[src/rtl/core/bfir_pkg.sv]
`timescale 1ns / 1ps
// ----------------------------------------------------------------------------
// bfir_pkg: shared types and constants of the banked FIR filter
// Field widths, function codes, controller states and command bundle.
// ----------------------------------------------------------------------------
package bfir_pkg;

	// field widths fixed by the item format
	localparam int FUNC_W   = 1;
	localparam int BANK_W   = 2;
	localparam int TAPIDX_W = 5;
	localparam int SAMPLE_W = 16;
	localparam int COEFF_W  = 16;
	localparam int SEL_W    = 2;
	localparam int PROD_W   = SAMPLE_W + COEFF_W;

	// function codes of an input item
	localparam logic [FUNC_W-1:0] FUNC_LOAD   = 1'b0;
	localparam logic [FUNC_W-1:0] FUNC_FILTER = 1'b1;

	// result scaling: Q1.15 coefficients
	localparam int FRAC_BITS = 15;

	// controller states
	typedef enum logic [2:0] {
		ST_IDLE,
		ST_MAC,
		ST_DRAIN,
		ST_ACC,
		ST_FINISH
	} state_t;

	// controller to datapath commands
	typedef struct packed {
		logic load_we;  // write one coefficient
		logic start;    // shift sample in, clear accumulator
		logic issue;    // read one tap and rotate delay line
		logic finish;   // load the output register
	} cmd_t;

endpackage

[src/rtl/core/bfir_if.sv]
`timescale 1ns / 1ps
// ----------------------------------------------------------------------------
// bfir_if: valid/ready channels of the banked FIR filter
// Input item channel and result channel, each with source and sink modports.
// ----------------------------------------------------------------------------

// input item channel
interface bfir_in_if;
	logic                               valid;
	logic                               ready;
	logic [bfir_pkg::FUNC_W-1:0]        func;
	logic [bfir_pkg::BANK_W-1:0]        bank_index;
	logic [bfir_pkg::TAPIDX_W-1:0]      tap_index;
	logic signed [bfir_pkg::COEFF_W-1:0]  coeff_value;
	logic signed [bfir_pkg::SAMPLE_W-1:0] audio_in;

	modport source (
		output valid, func, bank_index, tap_index, coeff_value, audio_in,
		input  ready
	);
	modport sink (
		input  valid, func, bank_index, tap_index, coeff_value, audio_in,
		output ready
	);
endinterface

// result channel
interface bfir_out_if;
	logic                               valid;
	logic                               ready;
	logic signed [bfir_pkg::SAMPLE_W-1:0] audio_out;

	modport source (
		output valid, audio_out,
		input  ready
	);
	modport sink (
		input  valid, audio_out,
		output ready
	);
endinterface

[src/rtl/core/bfir_ram.sv]
`timescale 1ns / 1ps
// ----------------------------------------------------------------------------
// bfir_ram: generic simple dual-port RAM
// One write port, one read port with registered read data.
// ----------------------------------------------------------------------------
module bfir_ram #(
	parameter int WIDTH = 16,
	parameter int DEPTH = 96
) (
	input  logic                     clk,
	input  logic                     we,
	input  logic [$clog2(DEPTH)-1:0] waddr,
	input  logic [WIDTH-1:0]         wdata,
	input  logic [$clog2(DEPTH)-1:0] raddr,
	output logic [WIDTH-1:0]         rdata
);

	logic [WIDTH-1:0] mem [DEPTH];

	// write port and registered read
	always_ff @(posedge clk) begin
		if (we) begin
			mem[waddr] <= wdata;
		end
		rdata <= mem[raddr];
	end

endmodule

[src/rtl/core/bfir_ctrl.sv]
`timescale 1ns / 1ps
// ----------------------------------------------------------------------------
// bfir_ctrl: sequencer of the banked FIR filter
// Accepts items, steps the tap counter, drains the MAC pipe, hands off results.
// ----------------------------------------------------------------------------
module bfir_ctrl #(
	parameter int TAPS = 32
) (
	input  logic                        clk,
	input  logic                        arst_n,
	input  logic                        in_valid,
	input  logic [bfir_pkg::FUNC_W-1:0] in_func,
	output logic                        in_ready,
	output logic                        out_valid,
	input  logic                        out_ready,
	output bfir_pkg::cmd_t              cmd,
	output logic [$clog2(TAPS)-1:0]     mac_tap
);

	localparam int TW = $clog2(TAPS);
	localparam logic [TW-1:0] LAST_TAP = TW'(TAPS - 1);

	bfir_pkg::state_t state_q, state_d;
	logic [TW-1:0]    tap_q;
	logic             out_valid_q;
	logic             last_tap;

	assign last_tap  = (tap_q == LAST_TAP);
	assign mac_tap   = tap_q;
	assign out_valid = out_valid_q;

	// next state
	always_comb begin
		state_d = state_q;
		case (state_q)
			bfir_pkg::ST_IDLE: begin
				if (in_valid && in_func == bfir_pkg::FUNC_FILTER) begin
					state_d = bfir_pkg::ST_MAC;
				end
			end
			bfir_pkg::ST_MAC: begin
				if (last_tap) begin
					state_d = bfir_pkg::ST_DRAIN;
				end
			end
			bfir_pkg::ST_DRAIN:  state_d = bfir_pkg::ST_ACC;
			bfir_pkg::ST_ACC:    state_d = bfir_pkg::ST_FINISH;
			bfir_pkg::ST_FINISH: begin
				if (!out_valid_q || out_ready) begin
					state_d = bfir_pkg::ST_IDLE;
				end
			end
			default: state_d = bfir_pkg::ST_IDLE;
		endcase
	end

	// outputs
	always_comb begin
		in_ready = 1'b0;
		cmd      = '0;
		case (state_q)
			bfir_pkg::ST_IDLE: begin
				in_ready    = 1'b1;
				cmd.load_we = in_valid && in_func == bfir_pkg::FUNC_LOAD;
				cmd.start   = in_valid && in_func == bfir_pkg::FUNC_FILTER;
			end
			bfir_pkg::ST_MAC: begin
				cmd.issue = 1'b1;
			end
			bfir_pkg::ST_FINISH: begin
				cmd.finish = !out_valid_q || out_ready;
			end
			default: begin
				in_ready = 1'b0;
			end
		endcase
	end

	// state, tap counter and result flag
	always_ff @(posedge clk or negedge arst_n) begin
		if (!arst_n) begin
			state_q     <= bfir_pkg::ST_IDLE;
			tap_q       <= '0;
			out_valid_q <= 1'b0;
		end else begin
			state_q <= state_d;
			if (state_q == bfir_pkg::ST_MAC) begin
				tap_q <= last_tap ? '0 : tap_q + 1'b1;
			end
			if (cmd.finish) begin
				out_valid_q <= 1'b1;
			end else if (out_ready) begin
				out_valid_q <= 1'b0;
			end
		end
	end

`ifndef NO_ASSERTIONS
	// a result never overwrites one still waiting
	a_finish_free: assert property (@(posedge clk) disable iff (!arst_n)
		cmd.finish |-> (!out_valid_q || out_ready))
		else $error("result register overwritten");

	// an accepted sample starts the tap sweep
	a_filter_start: assert property (@(posedge clk) disable iff (!arst_n)
		(in_valid && in_ready && in_func == bfir_pkg::FUNC_FILTER)
		|=> (state_q == bfir_pkg::ST_MAC && tap_q == '0))
		else $error("tap sweep did not start at tap zero");

	// the sweep covers every tap
	a_sweep_len: assert property (@(posedge clk) disable iff (!arst_n)
		(state_q == bfir_pkg::ST_MAC && !last_tap) |=> state_q == bfir_pkg::ST_MAC)
		else $error("tap sweep left early");

	// a coefficient load leaves the controller idle and produces no result
	a_load_idle: assert property (@(posedge clk) disable iff (!arst_n)
		cmd.load_we |=> (state_q == bfir_pkg::ST_IDLE && !cmd.finish))
		else $error("load transaction left idle");
`endif

endmodule

[src/rtl/core/bfir_datapath.sv]
`timescale 1ns / 1ps
// ----------------------------------------------------------------------------
// bfir_datapath: delay line, coefficient RAM and shared MAC
// Rotating delay line, registered multiply, wide accumulate, truncate and clip.
// ----------------------------------------------------------------------------
module bfir_datapath #(
	parameter int TAPS      = 32,
	parameter int NUM_BANKS = 3
) (
	input  logic                                 clk,
	input  logic                                 arst_n,
	input  logic                                 cfg_we,
	input  logic [bfir_pkg::SEL_W-1:0]           cfg_wdata,
	input  logic [bfir_pkg::BANK_W-1:0]          bank_index,
	input  logic [bfir_pkg::TAPIDX_W-1:0]        tap_index,
	input  logic signed [bfir_pkg::COEFF_W-1:0]  coeff_value,
	input  logic signed [bfir_pkg::SAMPLE_W-1:0] audio_in,
	input  bfir_pkg::cmd_t                       cmd,
	input  logic [$clog2(TAPS)-1:0]              mac_tap,
	output logic signed [bfir_pkg::SAMPLE_W-1:0] audio_out
);

	localparam int DEPTH = NUM_BANKS * TAPS;
	localparam int AW    = $clog2(DEPTH);
	localparam int ACC_W = bfir_pkg::PROD_W + $clog2(TAPS);
	localparam logic signed [ACC_W-1:0] SAT_MAX = ACC_W'(32767);
	localparam logic signed [ACC_W-1:0] SAT_MIN = -SAT_MAX - 1;
	localparam logic signed [ACC_W-1:0] TRUNC_BIAS = ACC_W'((1 << bfir_pkg::FRAC_BITS) - 1);

	logic [bfir_pkg::SEL_W-1:0]           sel_q;
	logic [bfir_pkg::SEL_W-1:0]           sel_clamped;
	logic signed [bfir_pkg::SAMPLE_W-1:0] line_q [TAPS];
	logic signed [bfir_pkg::SAMPLE_W-1:0] samp_s1;
	logic                                 v_s1;
	logic signed [bfir_pkg::PROD_W-1:0]   prod_s2;
	logic                                 v_s2;
	logic signed [ACC_W-1:0]              acc_q;
	logic signed [bfir_pkg::SAMPLE_W-1:0] out_q;
	logic                                 ram_we;
	logic [AW-1:0]                        waddr;
	logic [AW-1:0]                        raddr;
	logic [bfir_pkg::COEFF_W-1:0]         rdata;
	logic signed [ACC_W-1:0]              biased;
	logic signed [ACC_W-1:0]              scaled;
	logic signed [bfir_pkg::SAMPLE_W-1:0] clipped;

	// bank select register
	always_ff @(posedge clk or negedge arst_n) begin
		if (!arst_n) begin
			sel_q <= '0;
		end else if (cfg_we) begin
			sel_q <= cfg_wdata;
		end
	end

	// out-of-range select uses the last bank
	assign sel_clamped = (32'(sel_q) >= NUM_BANKS) ? bfir_pkg::SEL_W'(NUM_BANKS - 1) : sel_q;

	// coefficient write: out-of-range loads are dropped
	assign ram_we = cmd.load_we && (32'(bank_index) < NUM_BANKS) && (32'(tap_index) < TAPS);
	assign waddr  = AW'(32'(bank_index) * TAPS + 32'(tap_index));
	assign raddr  = AW'(32'(sel_clamped) * TAPS + 32'(mac_tap));

	bfir_ram #(
		.WIDTH (bfir_pkg::COEFF_W),
		.DEPTH (DEPTH)
	) u_coeff_ram (
		.clk   (clk),
		.we    (ram_we),
		.waddr (waddr),
		.wdata (coeff_value),
		.raddr (raddr),
		.rdata (rdata)
	);

	// delay line: shift on a new sample, rotate once per tap during the sweep
	always_ff @(posedge clk or negedge arst_n) begin
		if (!arst_n) begin
			for (int i = 0; i < TAPS; i++) begin
				line_q[i] <= '0;
			end
		end else if (cmd.start) begin
			line_q[0] <= audio_in;
			for (int i = 1; i < TAPS; i++) begin
				line_q[i] <= line_q[i-1];
			end
		end else if (cmd.issue) begin
			line_q[TAPS-1] <= line_q[0];
			for (int i = 0; i < TAPS - 1; i++) begin
				line_q[i] <= line_q[i+1];
			end
		end
	end

	// MAC pipe valid flags
	always_ff @(posedge clk or negedge arst_n) begin
		if (!arst_n) begin
			v_s1 <= 1'b0;
			v_s2 <= 1'b0;
		end else begin
			v_s1 <= cmd.issue;
			v_s2 <= v_s1;
		end
	end

	// sample aligned with RAM read, then product
	always_ff @(posedge clk) begin
		samp_s1 <= line_q[0];
		prod_s2 <= $signed(rdata) * samp_s1;
	end

	// accumulator
	always_ff @(posedge clk) begin
		if (cmd.start) begin
			acc_q <= '0;
		end else if (v_s2) begin
			acc_q <= acc_q + ACC_W'(prod_s2);
		end
	end

	// scale toward zero and clip to 16 bits
	always_comb begin
		biased = acc_q + (acc_q[ACC_W-1] ? TRUNC_BIAS : '0);
		scaled = biased >>> bfir_pkg::FRAC_BITS;
		if (scaled > SAT_MAX) begin
			clipped = SAT_MAX[bfir_pkg::SAMPLE_W-1:0];
		end else if (scaled < SAT_MIN) begin
			clipped = SAT_MIN[bfir_pkg::SAMPLE_W-1:0];
		end else begin
			clipped = scaled[bfir_pkg::SAMPLE_W-1:0];
		end
	end

	// output register
	always_ff @(posedge clk) begin
		if (cmd.finish) begin
			out_q <= clipped;
		end
	end

	assign audio_out = out_q;

endmodule

[src/rtl/core/banked_fir_filter.sv]
`timescale 1ns / 1ps
// ----------------------------------------------------------------------------
// banked_fir_filter: direct-form FIR filter with selectable coefficient banks
// Load transactions write Q1.15 taps; sample transactions produce one result.
// ----------------------------------------------------------------------------
//  channel   dir  handshake        payload
//  item      in   valid / ready    func, bank_index, tap_index, coeff_value,
//                                  audio_in
//  result    out  valid / ready    audio_out
//  cfg       in   cfg_we           cfg_wdata (filter_select)
//
//  A load transaction writes its coefficient when accepted. A sample transaction
//  steps through MAC, DRAIN, ACC and FINISH: one shared MAC reads one coefficient
//  RAM word per cycle, then two pipe stages and a scale/clip step follow.
//  Reset clears the delay line, bank select and all control; the coefficient
//  RAM holds garbage until loaded.
//  A pending result does not block accepting the next transaction; a finished
//  sample waits in its last cycle until the result register is free.
// ----------------------------------------------------------------------------
module banked_fir_filter #(
	parameter int TAPS      = 32,
	parameter int NUM_BANKS = 3
) (
	input  logic                       clk,
	input  logic                       arst_n,
	bfir_in_if.sink                    item,
	bfir_out_if.source                 result,
	input  logic                       cfg_we,
	input  logic [bfir_pkg::SEL_W-1:0] cfg_wdata
);

	bfir_pkg::cmd_t          cmd;
	logic [$clog2(TAPS)-1:0] mac_tap;
	logic                    in_ready;
	logic                    out_valid;

	assign item.ready   = in_ready;
	assign result.valid = out_valid;

	bfir_ctrl #(
		.TAPS (TAPS)
	) u_ctrl (
		.clk       (clk),
		.arst_n    (arst_n),
		.in_valid  (item.valid),
		.in_func   (item.func),
		.in_ready  (in_ready),
		.out_valid (out_valid),
		.out_ready (result.ready),
		.cmd       (cmd),
		.mac_tap   (mac_tap)
	);

	bfir_datapath #(
		.TAPS      (TAPS),
		.NUM_BANKS (NUM_BANKS)
	) u_datapath (
		.clk         (clk),
		.arst_n      (arst_n),
		.cfg_we      (cfg_we),
		.cfg_wdata   (cfg_wdata),
		.bank_index  (item.bank_index),
		.tap_index   (item.tap_index),
		.coeff_value (item.coeff_value),
		.audio_in    (item.audio_in),
		.cmd         (cmd),
		.mac_tap     (mac_tap),
		.audio_out   (result.audio_out)
	);

endmodule

[src/flat_wrapper.sv]
// flat-port wrapper written by rule: the top's interface ports become plain ports
module banked_fir_filter_flat 
#(
	parameter int TAPS      = 32,
	parameter int NUM_BANKS = 3
)
  (clk, arst_n, cfg_we, cfg_wdata, item_valid, item_func, item_bank_index, item_tap_index, item_coeff_value, item_audio_in, item_ready, result_valid, result_audio_out, result_ready);
  bfir_in_if item_i ();
  bfir_out_if result_i ();
  input  logic clk;
  input  logic arst_n;
  input  logic cfg_we;
  input  logic [bfir_pkg::SEL_W-1:0] cfg_wdata;
  input wire logic [$bits(item_i.valid)-1:0] item_valid;
  input wire logic [$bits(item_i.func)-1:0] item_func;
  input wire logic [$bits(item_i.bank_index)-1:0] item_bank_index;
  input wire logic [$bits(item_i.tap_index)-1:0] item_tap_index;
  input wire logic [$bits(item_i.coeff_value)-1:0] item_coeff_value;
  input wire logic [$bits(item_i.audio_in)-1:0] item_audio_in;
  output wire logic [$bits(item_i.ready)-1:0] item_ready;
  output wire logic [$bits(result_i.valid)-1:0] result_valid;
  output wire logic [$bits(result_i.audio_out)-1:0] result_audio_out;
  input wire logic [$bits(result_i.ready)-1:0] result_ready;
  assign item_i.valid = item_valid;
  assign item_i.func = item_func;
  assign item_i.bank_index = item_bank_index;
  assign item_i.tap_index = item_tap_index;
  assign item_i.coeff_value = item_coeff_value;
  assign item_i.audio_in = item_audio_in;
  assign item_ready = item_i.ready;
  assign result_valid = result_i.valid;
  assign result_audio_out = result_i.audio_out;
  assign result_i.ready = result_ready;
  banked_fir_filter #(.TAPS(TAPS), .NUM_BANKS(NUM_BANKS)) u_core (.clk(clk), .arst_n(arst_n), .item(item_i), .result(result_i), .cfg_we(cfg_we), .cfg_wdata(cfg_wdata));
endmodule
[config.mk]
export PLATFORM = sky130hd
export DESIGN_NAME = banked_fir_filter_flat
export DESIGN_NICKNAME = d
export VERILOG_FILES = /design/src/rtl/core/bfir_pkg.sv /design/src/rtl/core/bfir_if.sv /design/src/rtl/core/bfir_ram.sv /design/src/rtl/core/bfir_ctrl.sv /design/src/rtl/core/bfir_datapath.sv /design/src/rtl/core/banked_fir_filter.sv /design/src/flat_wrapper.sv
export SDC_FILE = /design/constraint.sdc
export NUM_CORES = 2
export LEC_CHECK = 0
export ABC_AREA = 1
export BUFFER_PORTS_ARGS = -buffer_cell sky130_fd_sc_hd__buf_2
export CAP_MARGIN = 20
export CORE_AREA = 2 2 552 417
export DETAILED_ROUTE_END_ITERATION = 16
export DIE_AREA = 0 0 554 419
export HOLD_SLACK_MARGIN = 0.03
export MAX_ROUTING_LAYER = met4
export SYNTH_ARGS = -nofsm -noshare
export SYNTH_HDL_FRONTEND = slang
export SYNTH_SLANG_ARGS = --single-unit
[constraint.sdc]
create_clock -name clk -period 5 [get_ports clk]
set_input_delay 0.25 -clock clk [delete_from_list [all_inputs] [get_ports clk]]
set_output_delay 0.25 -clock clk [all_outputs]
set_load 0.01 [all_outputs]
; After elaboration in Yosys (flattened, before gate mapping)
; Memory sizes are Yosys's and may differ from the RTL's. A register that Yosys moved wholly into a read port is not among the register bits.
; Index checks and enable logic that the tools add are counted.
[totals]
reg_bits = 626
ramBits = 1536
in_bits = 47
out_inout_bits = 18
mem_count = 1
[classes]
addsub = 5
mul = 1
n_lt_le_gt_ge = 4
eq_ne = 8
mux = 18
bitwise = 1
reduce_logical = 9
[mem_list]
columns = memory, depth, word_bits, read_ports, rd_ports_with_merged_regs, write_ports, line_no
row1 = u_core.u_datapath.u_coeff_ram.mem, 96, 16, 1, 1, 1, bfir_ram.sv:18  ; logic [WIDTH-1:0] mem [DEPTH];
[op_table]
columns = operator, count
row1 = $mux W512, 2
row2 = $add A37 B15 Y37, 1
row3 = $add A37 B32 Y37, 1
row4 = $mul A16 B16 Y32, 1
row5 = $gt A22 B16 Y1 const B, 1
row6 = $lt A22 B16 Y1 const B, 1
row7 = $mux W16, 1
row8 = $mux W15, 1
row9 = $pmux W3 S5, 1
row10 = $add A7 B5 Y7, 2
row11 = $mux W3, 3
row12 = $mux W1, 7
row13 = $eq A3 B2 Y1 const B, 2
row14 = $ne A2 B2 Y1 const B, 3
row15 = $add A5 B1 Y5 const B, 1
row16 = $eq A5 B5 Y1 const B, 1
row17 = $mux W5, 1
row18 = $mux W2, 2
row19 = $reduce_bool A2 Y1, 2
row20 = $eq A3 B1 Y1 const B, 1
row21 = $eq A3 B3 Y1 const B, 1
row22 = $logic_and A1 B1 Y1, 3
row23 = $logic_not A3 Y1, 1
row24 = $reduce_and A3 Y1, 1
row25 = other kinds (5), 5

; Logic depth before layout (Yosys ltp)
[logic_depth]
word_depth = 6
ltp_mapped = 26
ltp_nobuf = 24

; Cells and area by module
; From an unflattened synthesis, not the netlist that was laid out.
[hier_totals]
cells_unflattened = 9797
hier_area_um2 = 102119.2
[modules_own_cells]
columns = module, instances, cells_each, area_per_inst_um2
row1 = bfir_ram, 1, 5194, 62792.7
row2 = bfir_datapath, 1, 4543, 38846.0
row3 = bfir_ctrl, 1, 60, 480.5

; Worst setup path after synthesis
; OpenSTA, ideal clock, no wires.
[synth_path]
path_kind = register to register
startpoint = reg u_core.u_datapath.u_coeff_ram.rdata[15] (read register of u_core.u_datapath.u_coeff_ram.mem)
endpoint = reg u_core.u_datapath.prod_s2[31] (netlist bit)
setup_ps = 58
t_arrival_ps = 5507
required_ps = 4942
slack_ps = -565
path_stages_with_launch = 20
path_buffers = 1
path_cell_list = dfxtp_1 > clkbuf_1 > nand2_1 > inv_1 > fa_1 > fa_1 > fa_1 > fa_1 > fa_1 > inv_1 > fa_1 > inv_1 > ha_1 > nand2_1 > o21ai_0 > a21oi_1 > o21ai_0 > a21oi_1 > or2_2 > nand2_1
[synth_via]
elab_chain_len = 1
[synth_lines]
columns = element, line_no
row1 = from (decl), bfir_ram.sv:15  ; output logic [WIDTH-1:0] rdata
row2 = $mul A16 B16 Y32, bfir_datapath.sv:109  ; prod_s2 <= $signed(rdata) * samp_s1;
row3 = to (signal assigned), bfir_datapath.sv:109
row4 = to (decl), bfir_datapath.sv:35  ; logic signed [bfir_pkg::PROD_W-1:0] prod_s2;
; No other way between the ends.
; A chain may end at the register's enable or synchronous reset.

; Worst setup path after layout
[layout_path]
startpoint = reg u_core.u_datapath.samp_s1[15] (netlist bit)
endpoint = reg u_core.u_datapath.prod_s2[28] (netlist bit)
[layout_via]
elab_chain_len = 1
[layout_lines]
columns = element, line_no
row1 = from (decl), bfir_datapath.sv:33  ; logic signed [bfir_pkg::SAMPLE_W-1:0] samp_s1;
row2 = from (signal assigned), bfir_datapath.sv:108  ; samp_s1 <= line_q[0];
row3 = $mul A16 B16 Y32, bfir_datapath.sv:109
; No other way between the ends.

==> impl_metrics.toml <==
[sta]
setup_ws_ps = -328
finClkSkew_ps = 91.5
final-hold-violation-count = 0
worstMarginPinSlew_ps = 1230
finalSetupViolations = 16
period_share_pct = 107
fin_tns_setup_ps = -3720
max-slew-margin-rel_pct = 18.1
grt_setup_unrepaired = "true"
fmax_ghz = 0.188
finalMaxSlewViolations = 0
finalCriticalPeriod_ps = 5330

[clock_tree]
cts_sinks = 2178
worstSkewPairLatency_ps = 890
clock_path_buffers = 4
htreeDepth = 4
path_clk_slew_ps = 70
cts_made_buffers = 219
cts-root-buf = "clkbuf_16"
tritoncts = "built"

[synth]
avgSynthCellArea_um2 = 10.6
synthArstFlopShare_pct = 24.1
synth_edf_count = 1552
yosysSeqAreaShare_pct = 60.8
syn-num-nets = 10057
yosys_register_bits = 2178
yosysUniqueCellTypes = 46
synth_top_area_share_pct = 45.9
synth_area_leaders = "edfxtp_1, dfrtp_1, o21ai_0"
netlist_instances = 9613
synth_area_leader_cell = "edfxtp_1"
yosys_warnings = 0
synthFlopType = "edfxtp_1"
syn_area_um2 = 102000

[drt]
num_vias = 72835
drc = 0
ant_nets = 0
wl_per_cell_um = 21.8
viasPerCell = 5.65
drtPass1Iterations = 6
drt_iter0_markers = 8540
drt_wl_total_um = 281000

[cells_and_area]
final_common_cell = "o21ai_0"
multiInputGateArea_um2 = 33700
syn_to_final_growth_pct = 13.4
layout_common_cells = "o21ai_0, edfxtp_1, inv_1"
fin_cells = 12900
nFillCells = 19972
drive_gt1_share_pct = 10.7
ff_latch_area_um2 = 61800
layout.nets = 10158

[setup_path]
path_max_fanout = 5
critPathKind = "reg2reg"
reg2reg_slack_ps = -330
worstPathArrival_ps = 6070
start_kind = "flip-flop"
critPathCaptureType = "flip-flop"
required_ps = 5740

[outcome]
violations = "setup timing"
status = "complete, but fails checks"

[worst_hold_path]
hp-class = "in2async"

[floorplanning]
ios = 65
rows = 152
fp.dieW_um = 554
dieArea_um2 = 232000
start_util_pct = 44.7
die_h_um = 419
core_area_um2 = 227000

[grt]
grt.overflow.total = 0
grt_use_total_pct = 24.6
grt_start_max_net_pins = 318
antenna_found_initial = 11
grt_first_pass_wirelength_um = 427000
first_global_vias = 69000

[placed_design]
hpwl_um = 172000
post-place-cells = 12423
io_buffer_count = 64
gp_congestion = 0.891

[job]
cap_violations = 0
worst max-delay path, cell delays in order, from the launching register on:
cell and delay, ps:
dfxtp_2 340, inv_4 40, buf_12 120, or2_4 220, fa_1 490, fa_1 540, inv_2 40, fa_1 530
fa_2 450, fa_1 530, inv_2 40, fa_1 520, inv_2 50, ha_4 270, a21oi_4 150, o21ai_1 90
a21oi_1 190, nand3_2 160, nand2_1 110, nand2_2 70, nand3_2 70, nand2_2 50, xor2_1 160
cells by family (layout without fill, tap and decap cells):
| kind of cell | count (synthesis) | after routing | synth area share [%] |
|---|---|---|---|
| XOR/XNOR | 61 | 61 | 0.526 |
| flip-flops | 2178 | 2178 | 60.8 |
| AND/OR/NAND/NOR | 2092 | 2092 | 8.39 |
| other | 0 | 11 | 0 |
| buffers and inverters | 1786 | 2059 | 6.79 |
| adder cells (fa/ha/maj) | 397 | 397 | 6.84 |
| AO/OA/AOI/OAI | 3099 | 3099 | 16.6 |
state kept, by name (all words and copies together) (netlist names):
signal,cells
u_core.u_ctrl.mac_tap,5
u_core.u_ctrl.out_valid,1
u_core.u_ctrl.state_q,3
u_core.u_datapath.acc_q,37
u_core.u_datapath.audio_out,16
u_core.u_datapath.line_q,512
u_core.u_datapath.prod_s2,32
u_core.u_datapath.samp_s1,16
u_core.u_datapath.sel_q,2
u_core.u_datapath.u_coeff_ram.mem,1536
u_core.u_datapath.u_coeff_ram.rdata,16
u_core.u_datapath.v_s1,1
u_core.u_datapath.v_s2,1
cell usage after synthesis (all sizes together), types with 8 or more instances:
cell / count
inv: 1143
edfxtp: 1552
fa: 263
buf: 127
dfxtp: 101
nand2: 667
clkbuf: 512
nor2: 1087
nand4: 15
o221ai: 244
o21bai: 24
o21ai: 2482
or2: 8
dfrtp: 525
o211ai: 66
xnor2: 19
o22ai: 136
nand3: 274
a21oi: 128
nor3: 28
ha: 134
xor2: 42
final cells by class:
class,instances,area share [%]
Clock inverter,97,0.678
Clock buffer,296,5.22
Tap cell,3003,3.26
Antenna cell,11,0.0239
Sequential cell,2178,53.7
Multi-Input combinational cell,5649,29.3
Timing Repair Buffer,519,4.07
Inverter,1147,3.78
repair_timing:
item / CTS / global route
pin swaps: 64 / 63
hold buffers: 37 / 2
buffers inserted: 20 / 12
endpoints found under the hold margin: 577 / 72
resized for setup: 155 / 76
setup endpoints to repair: 22 / 22
worst paths after layout:
| kind | end | depth (start not counted) | from |
|---|---|---|---|
| max in group asynchronous | u_core.u_datapath.line_q[408] | 3 | arst_n |
| worst min-delay path | u_core.u_datapath.line_q[163] | 2 | arst_n |
| worst min register to register | u_core.u_datapath.v_s2 | 0 | u_core.u_datapath.v_s1 |
| worst max register to register | u_core.u_datapath.prod_s2[28] | 22 | u_core.u_datapath.samp_s1[15] |
| min in group clk | u_core.u_ctrl.out_valid | 3 | result_ready |
| worst max-delay path | u_core.u_datapath.prod_s2[28] | 22 | u_core.u_datapath.samp_s1[15] |
stage by stage:
stage | util (%) | instance area (µm²) | worst slack (ps) | hold slack, ps
6_report | 50.7 | 115000 | -328 | 64.5
3_3_place_gp | 47.0 | 107000 | -549 | 366
5_1_grt | 50.6 | 115000 | -522 | 117
3_5_place_dp | 47.0 | 107000 | -592 | 373
2_1_floorplan | - | 102000 | -59.6 | -45.6
4_1_cts | 50.5 | 115000 | -283 | 76.3
routing by layer:
metal	share of wire, %	vias to the layer above	track usage [%]
li1	-	33513	-
met1	47	36245	37.4
met2	42	2720	34.2
met3	8.6	357	4.19
met4	2.0	0	5.30
met5	0	-	-
Power is left out: the tool's default activity adds up to more than one toggle a clock period on the data nets, which glitch-free logic cannot reach.
